**src/hdl/cartridge_bank_switch_mapper_assert.svh**
```systemverilog
// Assertion helpers for the cartridge bank-switch mapper.
// Each macro checks one implication on the rising clock edge and is
// switched off while reset is asserted.
`ifndef CARTRIDGE_BANK_SWITCH_MAPPER_ASSERT_SVH
`define CARTRIDGE_BANK_SWITCH_MAPPER_ASSERT_SVH

`ifndef SYNTHESIS

// Same-cycle implication.
`define CBSM_ASSERT_IMPL(label, clk, rst_n, ante, cons) \
  label: assert property (@(posedge clk) disable iff (!rst_n) (ante) |-> (cons)) \
    else $error("cbsm assertion failed");

// Next-cycle implication.
`define CBSM_ASSERT_NEXT(label, clk, rst_n, ante, cons) \
  label: assert property (@(posedge clk) disable iff (!rst_n) (ante) |=> (cons)) \
    else $error("cbsm assertion failed");

`else

`define CBSM_ASSERT_IMPL(label, clk, rst_n, ante, cons)
`define CBSM_ASSERT_NEXT(label, clk, rst_n, ante, cons)

`endif

`endif

```
**src/hdl/cbsm_pkg.sv**
```systemverilog
package cbsm_pkg;

  // Field widths
  localparam int unsigned FuncW    = 2;
  localparam int unsigned AddrW    = 16;
  localparam int unsigned DataW    = 8;
  localparam int unsigned TargetW  = 2;
  localparam int unsigned OffsetW  = 17;
  localparam int unsigned MirrorW  = 2;
  localparam int unsigned CmdW     = 3;
  localparam int unsigned ChrPageW = 7;
  localparam int unsigned PrgBankW = 4;
  localparam int unsigned ChrSlots = 8;
  localparam int unsigned PrgSlots = 2;

  // Configuration port
  localparam int unsigned PaddrW = 4;
  localparam int unsigned PdataW = 32;

  // Item function codes
  localparam logic [FuncW-1:0] FuncCpuWrite = 2'd0;
  localparam logic [FuncW-1:0] FuncCpuRead  = 2'd1;
  localparam logic [FuncW-1:0] FuncPpuXlate = 2'd2;

  // Result target codes
  localparam logic [TargetW-1:0] TargetNone = 2'd0;
  localparam logic [TargetW-1:0] TargetPrg  = 2'd1;
  localparam logic [TargetW-1:0] TargetChr  = 2'd2;

  // Mirroring codes
  localparam logic [MirrorW-1:0] MirrorHeader  = 2'd0;
  localparam logic [MirrorW-1:0] MirrorOneLow  = 2'd1;
  localparam logic [MirrorW-1:0] MirrorOneHigh = 2'd2;

  // Bank commands
  localparam logic [CmdW-1:0] CmdChr2k0 = 3'd0;
  localparam logic [CmdW-1:0] CmdChr2k1 = 3'd1;
  localparam logic [CmdW-1:0] CmdChr1k0 = 3'd2;
  localparam logic [CmdW-1:0] CmdChr1k1 = 3'd3;
  localparam logic [CmdW-1:0] CmdChr1k2 = 3'd4;
  localparam logic [CmdW-1:0] CmdChr1k3 = 3'd5;
  localparam logic [CmdW-1:0] CmdPrg0   = 3'd6;
  localparam logic [CmdW-1:0] CmdPrg1   = 3'd7;

  // 1KB commands land in slots four to seven
  localparam logic [CmdW-1:0] Chr1kSlotOffset = 3'd2;

  // Configuration register indexes
  localparam logic [1:0] RegVariant  = 2'd0;
  localparam logic [1:0] RegPrgPages = 2'd1;
  localparam logic [1:0] RegChrPages = 2'd2;

  // Configuration reset values
  localparam logic       VariantRst  = 1'b0;
  localparam logic [3:0] PrgPagesRst = 4'd8;
  localparam logic [7:0] ChrPagesRst = 8'd128;

  typedef struct packed {
    logic       variant;
    logic [3:0] prg_pages;
    logic [7:0] chr_pages;
  } cfg_t;

  // Clamp the 16KB page count into 1..8.
  function automatic logic [3:0] prg_clamp(input logic [3:0] pages);
    logic [3:0] p;
    p = pages;
    if (p == 4'd0) p = 4'd1;
    if (p > 4'd8) p = 4'd8;
    return p;
  endfunction

  // Page mask: largest power of two not above the count, within 8..128, minus one.
  function automatic logic [ChrPageW-1:0] chr_mask(input logic [7:0] pages);
    logic [ChrPageW-1:0] m;
    if (pages[7])      m = 7'h7F;
    else if (pages[6]) m = 7'h3F;
    else if (pages[5]) m = 7'h1F;
    else if (pages[4]) m = 7'h0F;
    else               m = 7'h07;
    return m;
  endfunction

  // 8KB bank modulo the bank count (2..16); restoring steps, quotient below 8.
  function automatic logic [PrgBankW-1:0] prg_bank_mod(input logic [PrgBankW-1:0] bank,
                                                       input logic [3:0] pages);
    logic [7:0] r;
    logic [7:0] d;
    r = {4'd0, bank};
    for (int k = 2; k >= 0; k--) begin
      d = {3'd0, pages, 1'b0} << k;
      if (r >= d) r = r - d;
    end
    return r[PrgBankW-1:0];
  endfunction

endpackage

```
**src/hdl/cbsm_if.sv**
```systemverilog
interface cbsm_in_if;
  import cbsm_pkg::*;

  logic             valid;
  logic             ready;
  logic [FuncW-1:0] func;
  logic [AddrW-1:0] bus_address;
  logic [DataW-1:0] write_data;

  modport source (output valid, output func, output bus_address, output write_data,
                  input ready);
  modport sink   (input valid, input func, input bus_address, input write_data,
                  output ready);
endinterface

interface cbsm_out_if;
  import cbsm_pkg::*;

  logic               valid;
  logic               ready;
  logic [TargetW-1:0] target;
  logic [OffsetW-1:0] rom_offset;
  logic [MirrorW-1:0] mirror_mode;

  modport source (output valid, output target, output rom_offset, output mirror_mode,
                  input ready);
  modport sink   (input valid, input target, input rom_offset, input mirror_mode,
                  output ready);
endinterface

```
**src/hdl/cartridge_bank_switch_mapper.sv**
```systemverilog
// Cartridge bank-switch mapper (command/bank-register style, 2KB+1KB CHR, 8KB PRG).
// Channels: in_i takes one item per valid/ready handshake: func selects a CPU
//   write (bus_address at or above 0x8000 programs the banks), a CPU read
//   translate, or a PPU translate (low 14 address bits). out_o returns exactly
//   one result item per input item: target ROM, byte offset, current mirroring.
// Configuration: APB-style write/read port; registers sit at byte addresses 0
//   (variant), 4 (16KB program pages) and 8 (1KB character pages).
// Path: an accepted item is captured in the input register, and its result
//   is loaded into the output register once that register is free or being
//   drained; out_o.valid then rises.
// Throughput: one item per clock while out_o.ready is high; the input register
//   and the output register each hold one item, and the bank registers update
//   as a write leaves the input register, so the very next item already sees them.
// Reset: clears both pipeline valid bits, the command register, all bank
//   registers and the mirroring state, and loads the configuration defaults.
// Stall: while out_o.ready is low the result holds in the output register;
//   one more item is still taken into the input register, then in_i.ready drops.
module cartridge_bank_switch_mapper (
  input  logic                        clk_i,
  input  logic                        rst_ni,
  input  logic                        psel,
  input  logic                        penable,
  input  logic                        pwrite,
  input  logic [cbsm_pkg::PaddrW-1:0] paddr,
  input  logic [cbsm_pkg::PdataW-1:0] pwdata,
  output logic [cbsm_pkg::PdataW-1:0] prdata,
  output logic                        pready,
  cbsm_in_if.sink                     in_i,
  cbsm_out_if.source                  out_o
);
  import cbsm_pkg::*;

`include "cartridge_bank_switch_mapper_assert.svh"

  cfg_t cfg;

  cbsm_cfg u_cfg (
    .clk_i   (clk_i),
    .rst_ni  (rst_ni),
    .psel    (psel),
    .penable (penable),
    .pwrite  (pwrite),
    .paddr   (paddr),
    .pwdata  (pwdata),
    .prdata  (prdata),
    .pready  (pready),
    .cfg_o   (cfg)
  );

  // Input register
  logic             s1_valid_q;
  logic [FuncW-1:0] s1_func_q;
  logic [AddrW-1:0] s1_addr_q;
  logic [DataW-1:0] s1_data_q;

  // Output register
  logic               out_valid_q;
  logic [TargetW-1:0] out_target_q;
  logic [OffsetW-1:0] out_offset_q;
  logic [MirrorW-1:0] out_mirror_q;

  // Bank state and its next values
  logic [CmdW-1:0]     cmd_q, cmd_d;
  logic [ChrPageW-1:0] chr_page_q [ChrSlots];
  logic [ChrPageW-1:0] chr_page_d [ChrSlots];
  logic [PrgBankW-1:0] prg_bank_q [PrgSlots];
  logic [PrgBankW-1:0] prg_bank_d [PrgSlots];
  logic [MirrorW-1:0]  mirror_q, mirror_d;

  logic               adv_s1;
  logic               cmd_wr_en;
  logic [TargetW-1:0] target_d;
  logic [OffsetW-1:0] offset_d;

  // Derived configuration
  logic [3:0]          prg_pages;
  logic [2:0]          prg_last;
  logic [ChrPageW-1:0] chr_msk;
  logic [PrgBankW-1:0] prg_bank_sel;
  logic [ChrPageW-1:0] chr_page_sel;
  logic [5:0]          bank_val;
  logic [CmdW-1:0]     chr1k_slot;

  // Move the held item on when the output register is free or being drained.
  assign adv_s1     = s1_valid_q && (!out_valid_q || out_o.ready);
  assign in_i.ready = !s1_valid_q || adv_s1;
  assign cmd_wr_en  = adv_s1 && (s1_func_q == FuncCpuWrite) && s1_addr_q[15] && !s1_addr_q[0];

  always_ff @(posedge clk_i or negedge rst_ni) begin
    if (!rst_ni) begin
      s1_valid_q <= 1'b0;
    end else if (in_i.ready) begin
      s1_valid_q <= in_i.valid;
    end
  end

  always_ff @(posedge clk_i) begin
    if (in_i.valid && in_i.ready) begin
      s1_func_q <= in_i.func;
      s1_addr_q <= in_i.bus_address;
      s1_data_q <= in_i.write_data;
    end
  end

  always_ff @(posedge clk_i or negedge rst_ni) begin
    if (!rst_ni) begin
      out_valid_q <= 1'b0;
    end else if (adv_s1) begin
      out_valid_q <= 1'b1;
    end else if (out_o.ready) begin
      out_valid_q <= 1'b0;
    end
  end

  always_ff @(posedge clk_i) begin
    if (adv_s1) begin
      out_target_q <= target_d;
      out_offset_q <= offset_d;
      out_mirror_q <= mirror_d;
    end
  end

  // Bank state commits only as its item leaves the input register.
  always_ff @(posedge clk_i or negedge rst_ni) begin
    if (!rst_ni) begin
      cmd_q    <= '0;
      mirror_q <= MirrorHeader;
      for (int i = 0; i < ChrSlots; i++) chr_page_q[i] <= '0;
      for (int i = 0; i < PrgSlots; i++) prg_bank_q[i] <= '0;
    end else if (adv_s1) begin
      cmd_q      <= cmd_d;
      mirror_q   <= mirror_d;
      chr_page_q <= chr_page_d;
      prg_bank_q <= prg_bank_d;
    end
  end

  assign prg_pages    = prg_clamp(cfg.prg_pages);
  assign prg_last     = 3'(prg_pages - 4'd1);
  assign chr_msk      = chr_mask(cfg.chr_pages);
  assign prg_bank_sel = prg_bank_mod(prg_bank_q[s1_addr_q[13]], prg_pages);
  assign chr_page_sel = chr_page_q[s1_addr_q[12:10]] & chr_msk;
  assign bank_val     = s1_data_q[5:0];
  assign chr1k_slot   = 3'(cmd_q + Chr1kSlotOffset);

  always_comb begin
    target_d   = TargetNone;
    offset_d   = '0;
    cmd_d      = cmd_q;
    mirror_d   = mirror_q;
    chr_page_d = chr_page_q;
    prg_bank_d = prg_bank_q;
    case (s1_func_q)
      FuncCpuWrite: begin
        if (s1_addr_q[15]) begin
          target_d = TargetPrg;
          if (s1_addr_q[0]) begin
            // Odd address: load the bank register picked by the command.
            case (cmd_q) inside
              CmdChr2k0, CmdChr2k1: begin
                chr_page_d[{1'b0, cmd_q[0], 1'b0}] = {1'b0, bank_val[5:1], 1'b0};
                chr_page_d[{1'b0, cmd_q[0], 1'b1}] = {1'b0, bank_val[5:1], 1'b1};
              end
              CmdChr1k0, CmdChr1k1, CmdChr1k2, CmdChr1k3: begin
                chr_page_d[chr1k_slot] = {1'b1, bank_val};
              end
              CmdPrg0, CmdPrg1: begin
                prg_bank_d[cmd_q[0]] = s1_data_q[3:0];
              end
              default: ;
            endcase
          end else begin
            // Even address: latch the command, optionally the mirroring.
            cmd_d = s1_data_q[2:0];
            if (cfg.variant) mirror_d = s1_data_q[6] ? MirrorOneLow : MirrorOneHigh;
          end
        end
      end
      FuncCpuRead: begin
        if (s1_addr_q[15]) begin
          target_d = TargetPrg;
          if (s1_addr_q[14]) offset_d = {prg_last, s1_addr_q[13:0]};
          else               offset_d = {prg_bank_sel, s1_addr_q[12:0]};
        end
      end
      FuncPpuXlate: begin
        // Pattern tables only; the nametable area is not ours.
        if (!s1_addr_q[13]) begin
          target_d = TargetChr;
          offset_d = {chr_page_sel, s1_addr_q[9:0]};
        end
      end
      default: ;
    endcase
  end

  assign out_o.valid       = out_valid_q;
  assign out_o.target      = out_target_q;
  assign out_o.rom_offset  = out_offset_q;
  assign out_o.mirror_mode = out_mirror_q;

  // A full pipeline with a stalled receiver must refuse input.
  `CBSM_ASSERT_IMPL(a_stall_blocks_input, clk_i, rst_ni, s1_valid_q && out_valid_q && !out_o.ready, !in_i.ready)
  // An item leaving the input register always shows up as a result.
  `CBSM_ASSERT_NEXT(a_advance_fills_output, clk_i, rst_ni, adv_s1, out_valid_q)
  // The command register moves only on a handled even-address write.
  `CBSM_ASSERT_IMPL(a_cmd_only_on_even_write, clk_i, rst_ni, !$stable(cmd_q), $past(cmd_wr_en))

endmodule

```
**src/hdl/cbsm_cfg.sv**
```systemverilog
module cbsm_cfg (
  input  logic                        clk_i,
  input  logic                        rst_ni,
  input  logic                        psel,
  input  logic                        penable,
  input  logic                        pwrite,
  input  logic [cbsm_pkg::PaddrW-1:0] paddr,
  input  logic [cbsm_pkg::PdataW-1:0] pwdata,
  output logic [cbsm_pkg::PdataW-1:0] prdata,
  output logic                        pready,
  output cbsm_pkg::cfg_t              cfg_o
);
  import cbsm_pkg::*;

  cfg_t       cfg_q;
  logic       wr_en;
  logic [1:0] reg_idx;

  assign pready  = 1'b1;
  assign wr_en   = psel && penable && pwrite && pready;
  assign reg_idx = paddr[3:2];

  always_ff @(posedge clk_i or negedge rst_ni) begin
    if (!rst_ni) begin
      cfg_q.variant   <= VariantRst;
      cfg_q.prg_pages <= PrgPagesRst;
      cfg_q.chr_pages <= ChrPagesRst;
    end else if (wr_en) begin
      case (reg_idx)
        RegVariant:  cfg_q.variant   <= pwdata[0];
        RegPrgPages: cfg_q.prg_pages <= pwdata[3:0];
        RegChrPages: cfg_q.chr_pages <= pwdata[7:0];
        default: ;
      endcase
    end
  end

  always_comb begin
    case (reg_idx)
      RegVariant:  prdata = {31'd0, cfg_q.variant};
      RegPrgPages: prdata = {28'd0, cfg_q.prg_pages};
      RegChrPages: prdata = {24'd0, cfg_q.chr_pages};
      default:     prdata = '0;
    endcase
  end

  assign cfg_o = cfg_q;

endmodule
```
**src/flat_wrapper.sv**
```systemverilog
// flat-port wrapper written by rule: the top's interface ports become plain ports
module cartridge_bank_switch_mapper_flat import cbsm_pkg::*;
  (clk_i, rst_ni, psel, penable, pwrite, paddr, pwdata, prdata, pready, in_i_valid, in_i_func, in_i_bus_address, in_i_write_data, in_i_ready, out_o_valid, out_o_target, out_o_rom_offset, out_o_mirror_mode, out_o_ready);
  cbsm_in_if in_i_i ();
  cbsm_out_if out_o_i ();
  input  logic clk_i;
  input  logic rst_ni;
  input  logic psel;
  input  logic penable;
  input  logic pwrite;
  input  logic [cbsm_pkg::PaddrW-1:0] paddr;
  input  logic [cbsm_pkg::PdataW-1:0] pwdata;
  output logic [cbsm_pkg::PdataW-1:0] prdata;
  output logic pready;
  input wire logic [$bits(in_i_i.valid)-1:0] in_i_valid;
  input wire logic [$bits(in_i_i.func)-1:0] in_i_func;
  input wire logic [$bits(in_i_i.bus_address)-1:0] in_i_bus_address;
  input wire logic [$bits(in_i_i.write_data)-1:0] in_i_write_data;
  output wire logic [$bits(in_i_i.ready)-1:0] in_i_ready;
  output wire logic [$bits(out_o_i.valid)-1:0] out_o_valid;
  output wire logic [$bits(out_o_i.target)-1:0] out_o_target;
  output wire logic [$bits(out_o_i.rom_offset)-1:0] out_o_rom_offset;
  output wire logic [$bits(out_o_i.mirror_mode)-1:0] out_o_mirror_mode;
  input wire logic [$bits(out_o_i.ready)-1:0] out_o_ready;
  assign in_i_i.valid = in_i_valid;
  assign in_i_i.func = in_i_func;
  assign in_i_i.bus_address = in_i_bus_address;
  assign in_i_i.write_data = in_i_write_data;
  assign in_i_ready = in_i_i.ready;
  assign out_o_valid = out_o_i.valid;
  assign out_o_target = out_o_i.target;
  assign out_o_rom_offset = out_o_i.rom_offset;
  assign out_o_mirror_mode = out_o_i.mirror_mode;
  assign out_o_i.ready = out_o_ready;
  cartridge_bank_switch_mapper u_core (.clk_i(clk_i), .rst_ni(rst_ni), .psel(psel), .penable(penable), .pwrite(pwrite), .paddr(paddr), .pwdata(pwdata), .prdata(prdata), .pready(pready), .in_i(in_i_i), .out_o(out_o_i));
endmodule
```
**config.mk**
```make
export PLATFORM = sky130hd
export DESIGN_NAME = cartridge_bank_switch_mapper_flat
export DESIGN_NICKNAME = d
export VERILOG_FILES = /design/src/hdl/cbsm_pkg.sv /design/src/hdl/cbsm_if.sv /design/src/hdl/cartridge_bank_switch_mapper.sv /design/src/hdl/cbsm_cfg.sv /design/src/flat_wrapper.sv
export VERILOG_INCLUDE_DIRS = /design/src /design/src/hdl
export SDC_FILE = /design/constraint.sdc
export NUM_CORES = 1
export LEC_CHECK = 0
export BUFFER_PORTS_ARGS = -buffer_cell sky130_fd_sc_hd__buf_4
export CAP_MARGIN = 30
export CORE_AREA = 2 2 162 164
export CTS_BUF_LIST = sky130_fd_sc_hd__clkbuf_8
export CTS_CLUSTER_SIZE = 28
export DETAILED_ROUTE_END_ITERATION = 8
export DIE_AREA = 0 0 164 166
export SKIP_CTS_REPAIR_TIMING = 1
export SLEW_MARGIN = 40
export SYNTH_ARGS = -nofsm -noshare
export SYNTH_HDL_FRONTEND = slang
export SYNTH_SLANG_ARGS = --single-unit
```
**constraint.sdc**
```tcl
create_clock -name clk_i -period 12.33 [get_ports clk_i]
set_clock_uncertainty 0.2 [all_clocks]
set_input_delay 0.6165 -clock clk_i [delete_from_list [all_inputs] [get_ports clk_i]]
set_output_delay 0.6165 -clock clk_i [all_outputs]
set_load 0.01 [all_outputs]
```
==> reports/results.txt <==
DP HPWL -> 9137 µm
crit path DAT -> 5.48 ns
endpoints failing hold -> 0
Leak -> 3.299 nW
Top FF cell, synth -> dfrtp_1
Slew HR -> 51.67%
flops & latches, synth -> 130
setup TNS -> 0 ns
TritonRoute pass-1 iters -> 4
Slew @ Worst Pin -> 0.7218 ns
number of CTS-inserted buffers -> 17
DRT antenna net count -> 0
CTS root buffer -> clkbuf_8
share of cells above drive strength 1 -> 37.73%
Hold Worst Slack -> 0.1541 ns
Vert. Die Dim -> 166 µm
CTS tree -> yes
clk slew on worst S/H paths -> 0.08 ns
Clock Sink Count -> 130
crit path launch -> u_core.u_cfg.cfg_o[9]
initial antenna violation count -> 0
setup ws final -> 6.887 ns
CP Class -> reg2reg
syn avg cell area -> 13.53 µm²
Clock Latency Late Sink -> 0.43 ns
combinational share of power -> 21.3%
# Max-Cap Violations -> 0
Final Wtd Congestion -> 0.7845
GRT Resource Usage Total -> 9.961%
Starting Density -> 24.46%
worst r2r src -> u_core.u_cfg.cfg_o[9]
Filler cells -> 2603
Synth top cells by count -> dfrtp_1, mux2_2, edfxtp_1, buf_4, nand2_1
final WL -> 12960 µm
area share of the largest cell type after synthesis -> 32.75%
worst min path class -> in2reg
first-pass GRT wire length -> 20720 µm
RSZ-0062 raised after global routing -> false
fmax -> 0.1837 GHz
Placed Area -> 0.007091 mm²
CP endpoint kind -> flop
Max Slew Vio Count -> 0
largest driver fanout on the critical path -> 11
count of nets after finishing -> 625
Synth Cell Area -> 0.006265 mm²
Sw Pwr -> 0.3476 mW
CTS HTree Levels -> 4
area leader, netlist -> dfrtp_1
Core Area -> 0.02562 mm²
WL/cell -> 14.57 µm
Max VDD drop -> 0.06698 mV
most common cell in the synthesized netlist -> dfrtp_1
top cells by area, synth -> dfrtp_1, edfxtp_1, mux2_2, mux4_2, buf_4
Int Pwr -> 0.9257 mW
DIE AREA -> 0.02722 mm²
Iter 0 DRT Violations -> 176
Yosys cell types -> 56
Tmin final -> 5.443 ns
crit share post-route -> 44.14%
vias in the first global route -> 3786
IO Pins -> 125
sequential area share after synthesis -> 55.64%
DP Worst Slack -> 6.916 ns
Final Cell Area -> 0.007600 mm²
Post-synth EDFFs -> 46
Required @ worst endpoint -> 12.37 ns
switching part of the total -> 27.30%
Die X -> 164 µm
ys async rst share -> 64.62%
vias per inst -> 4.218
HP Start -> in_i_bus_address[12]
IO Port Bufs -> 72
DRC Markers -> 0
Final Core Density -> 29.67%
count of mapped cells out of synthesis -> 463
status -> completed
Setup Viol. Count Final -> 0
# diodes -> 0
synth warn -> 0
total gr overflow -> 0
Pwr Density -> 167.6 mW/mm²
largest net degree at the start of global routing -> 58
Vias -> 3750
startpoint types -> flop
clock power share -> 35.6%
Rows -> 59
Reg power frac -> 43.2%
Clock Path Buffers -> 2
P&R area growth vs syn -> 21.31%
## power by group through the flow
| stage | Clock (mW) | Combinational, mW | Sequential [mW] |
|---|---|---|---|
| 2_1_floorplan | 0 | 0.213 | 0.539 |
| 3_3_place_gp | 0 | 0.267 | 0.558 |
| 3_5_place_dp | 0 | 0.272 | 0.559 |
| 4_1_cts | 0.471 | 0.273 | 0.550 |
| 5_1_grt | 0.488 | 0.305 | 0.559 |
| 6_report | 0.453 | 0.271 | 0.550 |
## sequential cells by signal, indices dropped and copies added (netlist names), 3 cells and up
signal and flops:
u_core.s1_addr_q 16, u_core.chr_page_q 56, u_core.cmd_q 3, u_core.s1_data_q 7
u_core.out_o.rom_offset 17, u_core.u_cfg.cfg_o 13, u_core.prg_bank_q 8
## metrics by stage
stage,power [mW],instances
finish,1.273,889
global route,1.352,889
CTS,1.294,888
detailed placement,0.8306,856
global placement,0.8258,855
floorplan,0.7523,486
## layout make-up
class | instances | area, µm² | area share [%]
Sequential cell | 130 | 3486 | 45.87
Multi-Input combinational cell | 303 | 2570 | 33.82
Timing Repair Buffer | 77 | 584.3 | 7.689
Tap cell | 335 | 419.2 | 5.515
Clock inverter | 15 | 261.5 | 3.441
Clock buffer | 17 | 234.0 | 3.079
Inverter | 12 | 45.04 | 0.5927
## routing by layer
metal	up-vias	share of wire, %	track usage [%]
li1	1786	-	-
met1	1872	46	12.77
met2	80	49	16.50
met3	12	3.7	2.572
met4	0	1.2	2.937
met5	-	0	0
## path summary, 6_finish.rpt
path / end / slack (ns) / depth (start not counted)
setup / recovery: u_core.out_o.rom_offset[14] / 6.89 / 20
setup reg to reg: u_core.out_o.rom_offset[14] / 6.89 / 20
min in group asynchronous: u_core.chr_page_q[30] / 0.44 / 2
hold / removal: u_core.s1_addr_q[12] / 0.15 / 1
hold reg to reg: u_core.chr_page_q[13] / 0.27 / 1
max in group asynchronous: u_core.u_cfg.cfg_o[4] / 10.43 / 3
## cells by family after synthesis
group	synth area share, %
AO/OA/AOI/OAI	4.614
XOR/XNOR	0.4195
adder cells (fa/ha/maj)	3.236
buffers and inverters	4.873
flip-flops	55.64
multiplexers	20.29
other	0.1199
AND/OR/NAND/NOR	10.80
## layout by cell type, fill, tap and decap left out, types with 7 or more instances in the layout
cell type and count:
and2_1 22, buf_4 75, bufinv_16 7, clkbuf_8 17, conb_1 25, dfrtp_1 82, edfxtp_1 46, ha_1 13
inv_1 12, mux2_2 71, mux2i_1 12, mux4_2 14, nand2_1 25, nand2b_1 8, nor2_1 16, nor2b_1 10
nor3_1 11, o21ai_0 7
## worst max-delay path: stages (launching register included)
cell	delay, ns
dfrtp_1	0.50
nor2_1	0.14
nor2_1	0.05
nor2_1	0.37
ha_1	0.28
o211ai_1	0.20
a21boi_0	0.33
mux2_2	0.42
inv_1	0.07
ha_1	0.22
and3_1	0.16
a32oi_1	0.20
and3_1	0.29
nand2_1	0.10
o21a_1	0.12
ha_1	0.28
a2111oi_0	0.37
o2bb2ai_1	0.20
and4_1	0.35
nor3b_1	0.08
o31ai_1	0.30
No activity file was read; power rests on OpenSTA's default activity.
